===== src/design/tit_pkg.sv =====
`timescale 1ns / 1ps
// ----------------------------------------------------------------------------
// tit_pkg: shared types and constants of the triangle incidence table
// item kinds, status codes, payload structs
// ----------------------------------------------------------------------------
package tit_pkg;
  localparam int TRI_DEPTH = 64;
  localparam int NODE_BITS = 16;
  localparam int ID_BITS = $clog2(TRI_DEPTH);
  localparam int SLOT_BITS = 3 * NODE_BITS;
  localparam int QUEUE_DEPTH = 2;

  localparam logic [2:0] KIND_ADD = 3'd0;
  localparam logic [2:0] KIND_DEL = 3'd1;
  localparam logic [2:0] KIND_FIND = 3'd2;
  localparam logic [2:0] KIND_NODE = 3'd3;
  localparam logic [2:0] KIND_EDGE = 3'd4;
  localparam logic [2:0] KIND_GET = 3'd5;

  localparam logic [2:0] ST_OK = 3'd0;
  localparam logic [2:0] ST_DUP = 3'd1;
  localparam logic [2:0] ST_EXISTS = 3'd2;
  localparam logic [2:0] ST_UNK_TRI = 3'd3;
  localparam logic [2:0] ST_UNK_NODE = 3'd4;
  localparam logic [2:0] ST_FULL = 3'd5;

  typedef struct packed {
    logic [2:0] kind;
    logic [15:0] node_a;
    logic [15:0] node_b;
    logic [15:0] node_c;
    logic [5:0] tri_id;
  } in_item_t;

  typedef struct packed {
    logic [2:0] status;
    logic found;
    logic [5:0] result_tri;
    logic [15:0] node_lo;
    logic [15:0] node_mid;
    logic [15:0] node_hi;
    logic last;
  } out_item_t;

  // classified operation handed from front to back
  typedef struct packed {
    logic [2:0] kind;
    logic dup;
    logic [NODE_BITS-1:0] a;
    logic [NODE_BITS-1:0] b;
    logic [NODE_BITS-1:0] c;
    logic [NODE_BITS-1:0] lo;
    logic [NODE_BITS-1:0] mid;
    logic [NODE_BITS-1:0] hi;
    logic [5:0] tri_id;
  } op_t;
endpackage


===== src/design/tit_if.sv =====
`timescale 1ns / 1ps
// ----------------------------------------------------------------------------
// tit_in_if / tit_out_if: valid/ready channels
// one transaction moves one item
// ----------------------------------------------------------------------------
interface tit_in_if;
  logic valid;
  logic ready;
  tit_pkg::in_item_t data;
  modport source(output valid, output data, input ready);
  modport sink(input valid, input data, output ready);
endinterface

interface tit_out_if;
  logic valid;
  logic ready;
  tit_pkg::out_item_t data;
  modport source(output valid, output data, input ready);
  modport sink(input valid, input data, output ready);
endinterface


===== src/design/tit_ram.sv =====
`timescale 1ns / 1ps
// ----------------------------------------------------------------------------
// tit_ram: generic single-port ram
// one write or one read per cycle, registered read data
// ----------------------------------------------------------------------------
module tit_ram #(
  parameter int WIDTH = 8,
  parameter int DEPTH = 16
) (
  input  logic clk,
  input  logic we,
  input  logic [$clog2(DEPTH)-1:0] addr,
  input  logic [WIDTH-1:0] wdata,
  output logic [WIDTH-1:0] rdata
);
  logic [WIDTH-1:0] mem [DEPTH];

  always_ff @(posedge clk) begin
    if (we) begin
      mem[addr] <= wdata;
    end
    rdata <= mem[addr];
  end
endmodule


===== src/design/tit_front.sv =====
`timescale 1ns / 1ps
// ----------------------------------------------------------------------------
// tit_front: accepts transactions, truncates and sorts the nodes
// and pushes a classified operation into a short queue
// ----------------------------------------------------------------------------
module tit_front (
  input  logic clk,
  input  logic rst,
  tit_in_if.sink in_ch,
  output logic q_valid,
  input  logic q_pop,
  output tit_pkg::op_t q_head
);
  localparam int QP = $clog2(tit_pkg::QUEUE_DEPTH);
  tit_pkg::op_t buffer [tit_pkg::QUEUE_DEPTH];
  logic [QP-1:0] wr_ptr;
  logic [QP-1:0] rd_ptr;
  logic [QP:0] count;
  tit_pkg::op_t op;
  logic [tit_pkg::NODE_BITS-1:0] x0, x1, x2, y0, y1, y2;
  logic push;

  // sorting network and duplicate check
  always_comb begin
    x0 = in_ch.data.node_a[tit_pkg::NODE_BITS-1:0];
    x1 = in_ch.data.node_b[tit_pkg::NODE_BITS-1:0];
    x2 = in_ch.data.node_c[tit_pkg::NODE_BITS-1:0];
    y0 = (x0 > x1) ? x1 : x0;
    y1 = (x0 > x1) ? x0 : x1;
    y2 = x2;
    if (y1 > y2) begin
      y2 = y1;
      y1 = x2;
    end
    if (y0 > y1) begin
      op.lo = y1;
      op.mid = y0;
    end else begin
      op.lo = y0;
      op.mid = y1;
    end
    op.hi = y2;
    op.kind = in_ch.data.kind;
    op.a = x0;
    op.b = x1;
    op.c = x2;
    op.tri_id = in_ch.data.tri_id;
    op.dup = (op.lo == op.mid) || (op.mid == op.hi);
  end

  assign in_ch.ready = (count != (QP + 1)'(tit_pkg::QUEUE_DEPTH));
  // unused kinds produce nothing and are dropped here
  assign push = in_ch.valid && in_ch.ready && (op.kind <= tit_pkg::KIND_GET);
  assign q_valid = (count != '0);
  assign q_head = buffer[rd_ptr];

  // queue storage and pointers
  always_ff @(posedge clk) begin
    if (push) begin
      buffer[wr_ptr] <= op;
    end
    if (rst) begin
      wr_ptr <= '0;
      rd_ptr <= '0;
      count <= '0;
    end else begin
      if (push) begin
        wr_ptr <= wr_ptr + 1'b1;
      end
      if (q_pop) begin
        rd_ptr <= rd_ptr + 1'b1;
      end
      count <= count + (QP + 1)'(push) - (QP + 1)'(q_pop);
    end
  end
endmodule


===== src/design/tit_back.sv =====
`timescale 1ns / 1ps
// ----------------------------------------------------------------------------
// tit_back: executes one operation by scanning the slot table (direct read for delete, get)
// one slot per cycle unless a listing waits on the output, results leave through an output register
// ----------------------------------------------------------------------------
module tit_back (
  input  logic clk,
  input  logic rst,
  input  logic q_valid,
  output logic q_pop,
  input  tit_pkg::op_t q_head,
  tit_out_if.source out_ch
);
  localparam int IB = tit_pkg::ID_BITS;
  localparam int NB = tit_pkg::NODE_BITS;
  localparam logic [2:0] S_IDLE = 3'd0;
  localparam logic [2:0] S_SCAN = 3'd1;
  localparam logic [2:0] S_LIST = 3'd2;
  localparam logic [2:0] S_DIRECT = 3'd3;
  localparam logic [2:0] S_EMIT = 3'd4;
  localparam logic [2:0] S_DONE = 3'd5;

  logic [2:0] state;
  tit_pkg::op_t op;
  logic [tit_pkg::TRI_DEPTH-1:0] slot_valid;
  logic [IB:0] idx;
  logic [IB:0] rd_idx;
  logic rd_live;
  logic ram_we;
  logic [IB-1:0] ram_addr;
  logic [tit_pkg::SLOT_BITS-1:0] ram_rdata;
  logic [NB-1:0] s0, s1, s2;
  logic known_a, known_b, known_c;
  logic hit;
  logic [IB-1:0] hit_id;
  logic have_free;
  logic [IB-1:0] free_id;
  logic any_listed;
  logic pend;
  tit_pkg::out_item_t pend_item;
  logic out_valid;
  tit_pkg::out_item_t out_item;
  tit_pkg::out_item_t res;
  logic slot_match;
  logic list_match;
  logic out_free;
  logic take;
  logic step;
  logic list_take;
  logic direct_ok;
  tit_pkg::out_item_t direct_item;
  tit_pkg::out_item_t list_item;
  logic load;
  tit_pkg::out_item_t load_item;

  assign {s2, s1, s0} = ram_rdata;
  assign out_free = !out_valid || out_ch.ready;
  assign out_ch.valid = out_valid;
  assign out_ch.data = out_item;

  tit_ram #(.WIDTH(tit_pkg::SLOT_BITS), .DEPTH(tit_pkg::TRI_DEPTH)) u_slots (
    .clk(clk), .we(ram_we), .addr(ram_addr),
    .wdata({op.hi, op.mid, op.lo}), .rdata(ram_rdata));

  // the slot read back this cycle, checked against the operation
  always_comb begin
    slot_match = rd_live && slot_valid[rd_idx[IB-1:0]];
    list_match = slot_match && (s0 == op.a || s1 == op.a || s2 == op.a) &&
      (op.kind == tit_pkg::KIND_NODE || s0 == op.b || s1 == op.b || s2 == op.b);
  end

  // capture, list stepping and listing only on the second pass
  assign take = (state == S_IDLE) && q_valid && !q_pop;
  assign step = out_free || !pend;
  assign list_take = step && have_free && list_match;

  // ram address: scan index, direct id, held slot on a stall, or the write
  always_comb begin
    ram_we = 1'b0;
    ram_addr = idx[IB-1:0];
    if (state == S_IDLE) begin
      ram_addr = q_head.tri_id[IB-1:0];
    end else if (state == S_DIRECT) begin
      ram_addr = op.tri_id[IB-1:0];
    end else if (state == S_LIST && !step) begin
      ram_addr = rd_idx[IB-1:0];
    end else if (state == S_EMIT && op.kind == tit_pkg::KIND_ADD && res.status ==
                 tit_pkg::ST_OK) begin
      ram_we = 1'b1;
      ram_addr = free_id;
    end
  end

  // final single result, built from the scan summary
  always_comb begin
    res = '0;
    res.last = 1'b1;
    unique case (op.kind)
      tit_pkg::KIND_ADD: begin
        res.node_lo = 16'(op.lo);
        res.node_mid = 16'(op.mid);
        res.node_hi = 16'(op.hi);
        if (op.dup) begin
          res.status = tit_pkg::ST_DUP;
        end else if (hit) begin
          res.status = tit_pkg::ST_EXISTS;
          res.result_tri = 6'(hit_id);
        end else if (!have_free) begin
          res.status = tit_pkg::ST_FULL;
        end else begin
          res.result_tri = 6'(free_id);
        end
      end
      tit_pkg::KIND_FIND: begin
        if (!(known_a && known_b && known_c)) begin
          res.status = tit_pkg::ST_UNK_NODE;
        end else if (op.dup) begin
          res.status = tit_pkg::ST_DUP;
          res.node_lo = 16'(op.lo);
          res.node_mid = 16'(op.mid);
          res.node_hi = 16'(op.hi);
        end else if (hit) begin
          res.found = 1'b1;
          res.result_tri = 6'(hit_id);
          res.node_lo = 16'(op.lo);
          res.node_mid = 16'(op.mid);
          res.node_hi = 16'(op.hi);
        end
      end
      default: begin
        if (!known_a || (op.kind == tit_pkg::KIND_EDGE && !known_b)) begin
          res.status = tit_pkg::ST_UNK_NODE;
        end
      end
    endcase
  end

  // delete and get result, and one listed triangle
  always_comb begin
    direct_ok = slot_valid[op.tri_id[IB-1:0]] &&
      (7'(op.tri_id) < 7'(tit_pkg::TRI_DEPTH));
    direct_item = '0;
    direct_item.last = 1'b1;
    if (!direct_ok) begin
      direct_item.status = tit_pkg::ST_UNK_TRI;
    end else begin
      direct_item.found = (op.kind == tit_pkg::KIND_GET);
      direct_item.result_tri = op.tri_id;
      direct_item.node_lo = 16'(s0);
      direct_item.node_mid = 16'(s1);
      direct_item.node_hi = 16'(s2);
    end
    list_item = '0;
    list_item.found = 1'b1;
    list_item.result_tri = 6'(rd_idx[IB-1:0]);
    list_item.node_lo = 16'(s0);
    list_item.node_mid = 16'(s1);
    list_item.node_hi = 16'(s2);
  end

  // what enters the output register this cycle
  always_comb begin
    load = 1'b0;
    load_item = res;
    unique case (state)
      S_DIRECT: begin
        load = out_free;
        load_item = direct_item;
      end
      S_LIST: begin
        load = list_take && pend;
        load_item = pend_item;
      end
      S_DONE: begin
        load = out_free;
        load_item = pend_item;
        load_item.last = 1'b1;
      end
      S_EMIT: begin
        load = out_free;
      end
      default: ;
    endcase
  end

  always_ff @(posedge clk) begin
    if (rst) begin
      state <= S_IDLE;
      slot_valid <= '0;
      out_valid <= 1'b0;
      pend <= 1'b0;
      rd_live <= 1'b0;
      q_pop <= 1'b0;
    end else begin
      q_pop <= take;
      if (load) begin
        out_valid <= 1'b1;
        out_item <= load_item;
      end else if (out_ch.ready) begin
        out_valid <= 1'b0;
      end
      unique case (state)
        S_IDLE: begin
          if (take) begin
            op <= q_head;
            idx <= '0;
            rd_live <= 1'b0;
            known_a <= 1'b0;
            known_b <= 1'b0;
            known_c <= 1'b0;
            hit <= 1'b0;
            hit_id <= '0;
            have_free <= 1'b0;
            free_id <= '0;
            any_listed <= 1'b0;
            pend <= 1'b0;
            if (q_head.kind == tit_pkg::KIND_DEL || q_head.kind == tit_pkg::KIND_GET) begin
              state <= S_DIRECT;
            end else if (q_head.kind == tit_pkg::KIND_NODE ||
                         q_head.kind == tit_pkg::KIND_EDGE) begin
              state <= S_LIST;
            end else begin
              state <= S_SCAN;
            end
          end
        end
        S_DIRECT: begin
          // ram data for tri_id is held while the result waits
          if (out_free) begin
            if (direct_ok && op.kind == tit_pkg::KIND_DEL) begin
              slot_valid[op.tri_id[IB-1:0]] <= 1'b0;
            end
            state <= S_IDLE;
          end
        end
        S_SCAN: begin
          // pass over all slots: known nodes, match, first free slot
          if (idx != (IB + 1)'(tit_pkg::TRI_DEPTH)) begin
            idx <= idx + 1'b1;
            if (!slot_valid[idx[IB-1:0]] && !have_free) begin
              have_free <= 1'b1;
              free_id <= idx[IB-1:0];
            end
          end
          rd_idx <= idx;
          rd_live <= (idx != (IB + 1)'(tit_pkg::TRI_DEPTH));
          if (slot_match) begin
            if (s0 == op.a || s1 == op.a || s2 == op.a) known_a <= 1'b1;
            if (s0 == op.b || s1 == op.b || s2 == op.b) known_b <= 1'b1;
            if (s0 == op.c || s1 == op.c || s2 == op.c) known_c <= 1'b1;
            if (!hit && s0 == op.lo && s1 == op.mid && s2 == op.hi) begin
              hit <= 1'b1;
              hit_id <= rd_idx[IB-1:0];
            end
          end
          if (!rd_live && idx == (IB + 1)'(tit_pkg::TRI_DEPTH)) begin
            state <= S_EMIT;
          end
        end
        S_LIST: begin
          // scan twice over: first pass finds known nodes, second lists (one pass if a node is unknown)
          if (step) begin
            if (list_take) begin
              pend <= 1'b1;
              any_listed <= 1'b1;
              pend_item <= list_item;
            end
            if (slot_match && !(known_a && known_b)) begin
              if (s0 == op.a || s1 == op.a || s2 == op.a) known_a <= 1'b1;
              if (s0 == op.b || s1 == op.b || s2 == op.b) known_b <= 1'b1;
            end
            rd_idx <= idx;
            rd_live <= (idx != (IB + 1)'(tit_pkg::TRI_DEPTH));
            if (idx != (IB + 1)'(tit_pkg::TRI_DEPTH)) begin
              idx <= idx + 1'b1;
            end else if (!rd_live) begin
              if (!have_free) begin
                // have_free marks the second pass here
                have_free <= 1'b1;
                idx <= '0;
                if (!(known_a && (op.kind == tit_pkg::KIND_NODE || known_b))) begin
                  state <= S_EMIT;
                end
              end else if (any_listed || pend) begin
                state <= S_DONE;
              end else begin
                state <= S_EMIT;
              end
            end
          end
        end
        S_DONE: begin
          if (out_free) begin
            pend <= 1'b0;
            state <= S_IDLE;
          end
        end
        S_EMIT: begin
          if (out_free) begin
            if (op.kind == tit_pkg::KIND_ADD && res.status == tit_pkg::ST_OK) begin
              slot_valid[free_id] <= 1'b1;
            end
            state <= S_IDLE;
          end
        end
        default: state <= S_IDLE;
      endcase
    end
  end
endmodule


===== src/design/triangle_incidence_table_unit.sv =====
`timescale 1ns / 1ps
// ----------------------------------------------------------------------------
// triangle_incidence_table_unit: table of up to 64 sorted-node triangles
// add, delete, find, node and edge listings, read by id
// ----------------------------------------------------------------------------
// delete and get give their result from a direct read of the slot ram;
// add and find take one pass over the table, listings two passes plus
// result stalls (one pass on an unknown node), each pass paced by the
// one-slot-per-cycle read of the slot ram
// one operation at a time in the back end, the front queue holds two more
// reset clears all valid bits at once, no clearing pass
module triangle_incidence_table_unit (
  input logic clk,
  input logic rst,
  tit_in_if.sink in_ch,
  tit_out_if.source out_ch
);
  logic q_valid;
  logic q_pop;
  tit_pkg::op_t q_head;

  tit_front u_front (.clk(clk), .rst(rst), .in_ch(in_ch), .q_valid(q_valid),
    .q_pop(q_pop), .q_head(q_head));

  tit_back u_back (.clk(clk), .rst(rst), .q_valid(q_valid), .q_pop(q_pop),
    .q_head(q_head), .out_ch(out_ch));

  // a pop only comes from a non-empty queue
  a_pop_nonempty: assert property (@(posedge clk) disable iff (rst)
    q_pop |-> $past(q_valid)) else $error("pop from empty queue");

  // a held result stays unchanged
  a_out_hold: assert property (@(posedge clk) disable iff (rst)
    (out_ch.valid && !out_ch.ready) |=> (out_ch.valid && $stable(out_ch.data)))
    else $error("result dropped while stalled");

  // status codes stay in range
  a_status: assert property (@(posedge clk) disable iff (rst)
    out_ch.valid |-> (out_ch.data.status <= tit_pkg::ST_FULL))
    else $error("bad status");
endmodule


===== src/flat_wrapper.sv =====
// flat-port wrapper written by rule: the top's interface ports become plain ports
module triangle_incidence_table_unit_flat 
  (clk, rst, in_ch_valid, in_ch_data, in_ch_ready, out_ch_valid, out_ch_data, out_ch_ready);
  tit_in_if in_ch_i ();
  tit_out_if out_ch_i ();
  input logic clk;
  input logic rst;
  input wire logic [$bits(in_ch_i.valid)-1:0] in_ch_valid;
  input wire logic [$bits(in_ch_i.data)-1:0] in_ch_data;
  output wire logic [$bits(in_ch_i.ready)-1:0] in_ch_ready;
  output wire logic [$bits(out_ch_i.valid)-1:0] out_ch_valid;
  output wire logic [$bits(out_ch_i.data)-1:0] out_ch_data;
  input wire logic [$bits(out_ch_i.ready)-1:0] out_ch_ready;
  assign in_ch_i.valid = in_ch_valid;
  assign in_ch_i.data = in_ch_data;
  assign in_ch_ready = in_ch_i.ready;
  assign out_ch_valid = out_ch_i.valid;
  assign out_ch_data = out_ch_i.data;
  assign out_ch_i.ready = out_ch_ready;
  triangle_incidence_table_unit u_core (.clk(clk), .rst(rst), .in_ch(in_ch_i), .out_ch(out_ch_i));
endmodule

===== config.mk =====
export PLATFORM = sky130hd
export DESIGN_NAME = triangle_incidence_table_unit_flat
export DESIGN_NICKNAME = d
export VERILOG_FILES = /design/src/design/tit_pkg.sv /design/src/design/tit_if.sv /design/src/design/tit_ram.sv /design/src/design/tit_front.sv /design/src/design/tit_back.sv /design/src/design/triangle_incidence_table_unit.sv /design/src/flat_wrapper.sv
export SDC_FILE = /design/constraint.sdc
export NUM_CORES = 2
export LEC_CHECK = 0
export BUFFER_PORTS_ARGS = -buffer_cell sky130_fd_sc_hd__buf_2
export CAP_MARGIN = 5
export CELL_PAD_IN_SITES_DETAIL_PLACEMENT = 0
export CELL_PAD_IN_SITES_GLOBAL_PLACEMENT = 1
export CORE_ASPECT_RATIO = 1.25
export CORE_MARGIN = 3
export CORE_UTILIZATION = 45
export DETAILED_ROUTE_END_ITERATION = 7
export PLACE_DENSITY = 0.7
export SYNTH_ARGS = -nofsm -noshare
export SYNTH_HDL_FRONTEND = slang
export SYNTH_HIERARCHICAL = 1
export SYNTH_SLANG_ARGS = --single-unit

===== constraint.sdc =====
create_clock -name clk -period 16.3 [get_ports clk]
set_clock_uncertainty 0.05 [all_clocks]
set_input_delay 0.815 -clock clk [delete_from_list [all_inputs] [get_ports clk]]
set_output_delay 0.815 -clock clk [all_outputs]
set_load 0.01 [all_outputs]

* Word level (Yosys, flattened, before mapping)
Memory sizes are Yosys's and may differ from the RTL's. A register that Yosys moved wholly into a read port is not among the register bits.
Index checks and enable logic that the tools add are counted.
** Storage, ports and cells
- Bits of input ports :: 61
- Output and inout port bits :: 61
- Bits in writable memories :: 3284
- Memories kept :: 2
- Word-level logic and storage cells :: 308
- Bits in registers :: 325
** Memory list
- u_core.u_back.u_slots.mem :: depth 64, bits a word 48, read ports 1, clocked after Yosys merged registers in 1, write ports 1, line tit_ram.sv:16 : logic [WIDTH-1:0] mem [DEPTH];
- u_core.u_front.buffer :: depth 2, bits a word 106, read ports 1, clocked after Yosys merged registers in 1, write ports 1, line tit_front.sv:15 : tit_pkg::op_t buffer [tit_pkg::QUEUE_DEPTH];
** Cells by class
- Order comparisons :: 10
- Equal/unequal tests :: 52
- Add/sub/neg operators :: 5
- Bitwise gates (word level) :: 4
- Multiplexer cells :: 114
- Reduce and logical (&&, ||, !) cells :: 82
** Operator list (count)
- $mux 64 :: 4
- $eq 16x16->1 :: 14
- $pmux 59 s3 :: 1
- $mux 55 :: 3
- $pmux 64 s2 :: 1
- $pmux 54 s2 :: 1
- $mux 6 :: 13
- $and 64x64->64 :: 1
- $mux 16 :: 4
- $not 64->64 :: 1
- $or 64x64->64 :: 1
- $mux 7 :: 7
- $gt 16x16->1 :: 3
- $mux 48 :: 1
- $mux 1 :: 42
- $mux 3 :: 13
- $pmux 6 s2 :: 3
- $mux 32 :: 1
- $ne 2x2->1 const B :: 15
- $reduce_and 5->1 :: 6
- $lt 6x7->1 const B :: 4
- $logic_and 1x1->1 :: 27
- $pmux 7 s3 :: 1
- $bmux 1 s6 :: 3
- 33 further kinds :: 97

* Depth between registers and ports, before layout
- Depth after elaboration :: 13
- Gate-level depth with buffers :: 38
- Depth with buffers taken out :: 30

* Cells and area by module
The synthesis kept the hierarchy.
** By module, submodules not included
- tit_ram :: times used 1, area an instance 117352.6 sq um, cells each 6415, sequential area each 93209.4 sq um
- tit_back :: times used 1, area an instance 16797.4 sq um, cells each 1466, sequential area each 8928.6 sq um
- tit_front :: times used 1, area an instance 11094.4 sq um, cells each 856, sequential area each 6466.2 sq um

* Least setup slack after synthesis
OpenSTA, ideal clock, no wires.
- Path type :: input to register
- Start point :: in rst
- End point :: reg u_core.u_back.free_id[0], enable pin
- Path slack :: 6.806 ns
- Arrival time :: 9.084 ns
- Data required time :: 15.890 ns
- Path buffers :: 1
- Cell stages on the path :: 3
- Path through :: clkbuf_1 nor3_1 o21bai_1
** Between the ends
- Longest elaborated chain between the ends :: 2
** RTL lines
- start: declaration :: line flat_wrapper.sv:7 : input logic rst;
- $not 1->1 (no line)
- $reduce_and 5->1 (no line)
- end signal: assignment :: line tit_back.sv:242 : free_id <= idx[IB-1:0];
- end: declaration :: line tit_back.sv:37 : logic [IB-1:0] free_id;
No other way between the ends.
A chain may end at the register's enable or synchronous reset.

* Final worst setup path
- Start point :: reg u_core.u_back.state[1]
- End point :: mem u_core/u_back/u_slots/mem[52][9] (netlist bit), enable pin
** RTL lines
- start: declaration :: line tit_back.sv:23 : logic [2:0] state;
- start signal: assignment :: line tit_back.sv:188 : state <= S_IDLE;
- start signal: assignment :: line tit_back.sv:218 : state <= S_DIRECT;
- start signal: assignment :: line tit_back.sv:221 : state <= S_LIST;
- $eq 3x3->1 :: line tit_back.sv:87 : end else if (state == S_EMIT && op.kind == tit_pkg::KIND_ADD && res.status ==
- $logic_and 1x1->1 (2 in series) :: line tit_back.sv:87
- $mux 6 :: line tit_back.sv:87
- $mux 6 :: line tit_back.sv:85 : end else if (state == S_LIST && !step) begin
- $mux 6 :: line tit_back.sv:83 : end else if (state == S_DIRECT) begin
- $mux 6 * :: line tit_back.sv:81 : if (state == S_IDLE) begin
- via u_core.u_back.ram_addr[0] :: line tit_back.sv:30 : logic [IB-1:0] ram_addr;
- end: declaration :: line tit_ram.sv:16
Mark *: on every way through the listed nets, which the timed path passes. The rest lies on a longest branch.

==> impl_metrics.ini <==
[run_status]
status = finished clean

[place]
io_buffer_count = 121
gp_congestion = 0.878
placed_cells = 12700
dp_hpwl_um = 275000

[floorplan]
dieWidth_um = 514
core_region_area_mm2 = 0.320
design.die.area_mm2 = 0.330
ios = 122
start_util = 0.453
rows = 232
die_h_um = 641

[synthesis]
syn-cell-area_mm2 = 0.145
yosysMostFrequentCell = edfxtp_1
syn_nets = 8851
synth_cells = 8737
yosysWarnings = 6
ys_types = 95
ys_ff_latch = 3658
synth_ff_type = edfxtp_1
ys_async_sr_fraction = 0
yosys.area.top_type = edfxtp_1
synth_common_cells = 3534 x edfxtp_1, 573 x a221oi_1, 489 x a22oi_1
synth_top_area_frac = 0.731
synth_area_leaders = edfxtp_1 73%, a221oi_1 3.5%, mux2_2 2.9%
seq_area_frac_synth = 0.748
avgSynthCellArea_um2 = 16.6
synth-edff-count = 3534

[timing]
fin_crit_sh = 0.520
tns_ns = 0
setup_viol = 0
tightest_slew_ns = 1.33
rsz0062_at_grt = no
drv_slew = 0
relSlewSlack = 0.109
finalHoldViolations = 0
period_needed_ns = 8.47
hold_ws_ns = 0.0750
max_freq_mhz = 118

[detailed_routing]
drcViolationCount = 0
first_pass_iters = 6
routed_via_density = 6.62
vias = 88800
wl_per_cell_um = 35.6
drt_iter0_markers = 11700
ant_nets = 0
routed_wirelength_um = 478000

[grt]
grt_usage = 0.284
gr-usage-met1 = 0.367
grt_max_degree = 122
grt_pass1_wl_um = 669000
grt_pass1_vias = 86800
grt-ovfl-total = 0
antenna_found_initial = 39
grt_util_met3 = 0.0471
top_usage_layer = met2
use_met2 = 0.463

[critical_path]
path_class = flip-flop to flip-flop
worstPathMaxFanout = 32
cp-end-kind = flip-flop
worstPathArrival_ns = 8.91
crit_path_start_kind = flip-flop
crit_required_ns = 16.73
rr_worst_depth = 14

[pwr]
power_frac_clock = 0.248
p_leak_nw = 51.7
p_int_w = 0.0198
ir_worst_vdd_mv = 0.209
switchingPower_w = 0.0134
seqPwrFrac = 0.350
powerDensity_mw_per_mm2 = 204
combPwrFrac = 0.402
power_w = 0.0332
p_sw_frac = 0.403

[cells_and_area]
final_nets = 8967
n_fill_cell = 26100
layoutNonFillerInstCount = 13400
fin_util = 0.508
area_growth_pct = 12.2
drive_above_1_share = 0.168

[clock_tree]
htree_levels = 5
cts.path.max_buffers = 4
cts_tree = done
post_cts_resized = 0
hold_buffers = 0
numCtsBuffers = 362
clk_pin_slew_ns = 0.06
root_buffer = clkbuf_16
postCtsSetupBuffers = 0
cts.sinks = 3658
clk_latency_ns = 0.94

[flow_run]
drv_cap = 0

[worst_hold_path]
worstHoldPathCells = 1
hp-class = input port to flip-flop
stage by stage:
stage	cell area [um2]	setup WS, ns
after global placement	151000	7.25
after detailed placement	151000	7.29
after CTS	163000	8.06
after floorplan	145000	6.81
final	163000	7.83
after global routing	163000	7.63
flip-flops by register name, summed over array words and instances (netlist names), 2 cells and up, named ones only:
signal                       cells
u_core/u_back/u_slots/rdata     48
u_core/u_back/slot_valid        64
u_core/u_back/out_ch.data       59
u_core/u_front/count             2
u_core/u_back/free_id            6
u_core/u_back/idx                7
u_core/u_back/hit_id             6
u_core/u_back/pend_item         54
u_core/u_back/state              3
u_core/u_back/u_slots/mem     3072
u_core/u_back/rd_idx             6
u_core/u_front/buffer          212
u_core/u_back/op               106
final cells by class:
type / count / area (um2) / share of cell area
tap: 4212 / 5270 / 0.0323
multi-input combinational: 4318 / 34000 / 0.209
clock buffer: 470 / 9900 / 0.0607
inverter: 98 / 388 / 0.00238
clock inverter: 188 / 1660 / 0.0102
antenna: 50 / 125 / 0.000768
sequential: 3658 / 109000 / 0.667
timing repair buffer: 415 / 2930 / 0.0180
cell usage in the layout, fill, tap and decap left out, types with 90 or more instances in the layout:
master | netlist | routed
a21oi_1 | 158 | 157
a221oi_1 | 573 | 573
a22o_1 | 105 | 104
a22oi_1 | 489 | 489
buf_2 | 181 | 121
buf_4 | 31 | 284
clkbuf_16 | 0 | 371
dfxtp_1 | 124 | 123
edfxtp_1 | 3534 | 3534
inv_1 | 94 | 93
mux2_2 | 373 | 373
mux2i_1 | 172 | 172
nand2_1 | 286 | 283
nor2_1 | 283 | 212
nor3_1 | 113 | 110
o21ai_0 | 182 | 176
o22a_1 | 90 | 90
o22ai_1 | 219 | 219
xor2_1 | 134 | 134
per-layer routing:
layer	vias up	wire length, um
met5	-	42
met4	6	27300
met3	1034	44100
met2	5243	230000
met1	46300	177000
li1	36200	-
kinds of logic after synthesis:
logic type	synth area share
DFF	0.748
AOI/OAI and AO/OA	0.120
and+or+nand+nor	0.0380
buffers and inverters	0.0232
muxes	0.0535
xor gates and xnor gates	0.0128
adders and majority gates	0.00463
power by group through the flow:
stage / sequential [W] / combinational, W / clock [W]
finish: 0.0116 / 0.0134 / 0.00823
global route: 0.0116 / 0.0138 / 0.00870
global placement: 0.0118 / 0.0130 / 0
floorplan: 0.0117 / 0.00776 / 0
CTS: 0.0116 / 0.0132 / 0.00833
detailed placement: 0.0118 / 0.0131 / 0
critical path, stage by stage (launching register included):
cell and delay [ns]:
dfxtp_1 0.83, or3b_2 0.64, inv_1 0.18, and3_1 0.51
a21oi_1 0.08, a21oi_1 0.26, o21ai_4 0.08, buf_4 0.27
buf_4 0.34, buf_4 0.34, nor2_4 0.75, buf_4 0.62
nand3_1 1.03, nor2_4 1.12, buf_4 0.77
worst paths after layout:
path	slack (ns)	endpoint	start
worst min register to register	0.46	u_core/u_back/slot_valid[17]$_SDFFE_PP0P_	u_core/u_back/slot_valid[17]$_SDFFE_PP0P_
worst max register to register	7.83	u_core/u_back/u_slots/mem[52][9]$_DFFE_PP_	u_core/u_back/state[1]$_SDFFE_PP0P_
worst min-delay path	0.08	u_core/u_front/buffer[1][3]$_DFFE_PP_	in_ch_data[3]
worst max-delay path	7.83	u_core/u_back/u_slots/mem[52][9]$_DFFE_PP_	u_core/u_back/state[1]$_SDFFE_PP0P_
(Power assumes the default switching activity.)
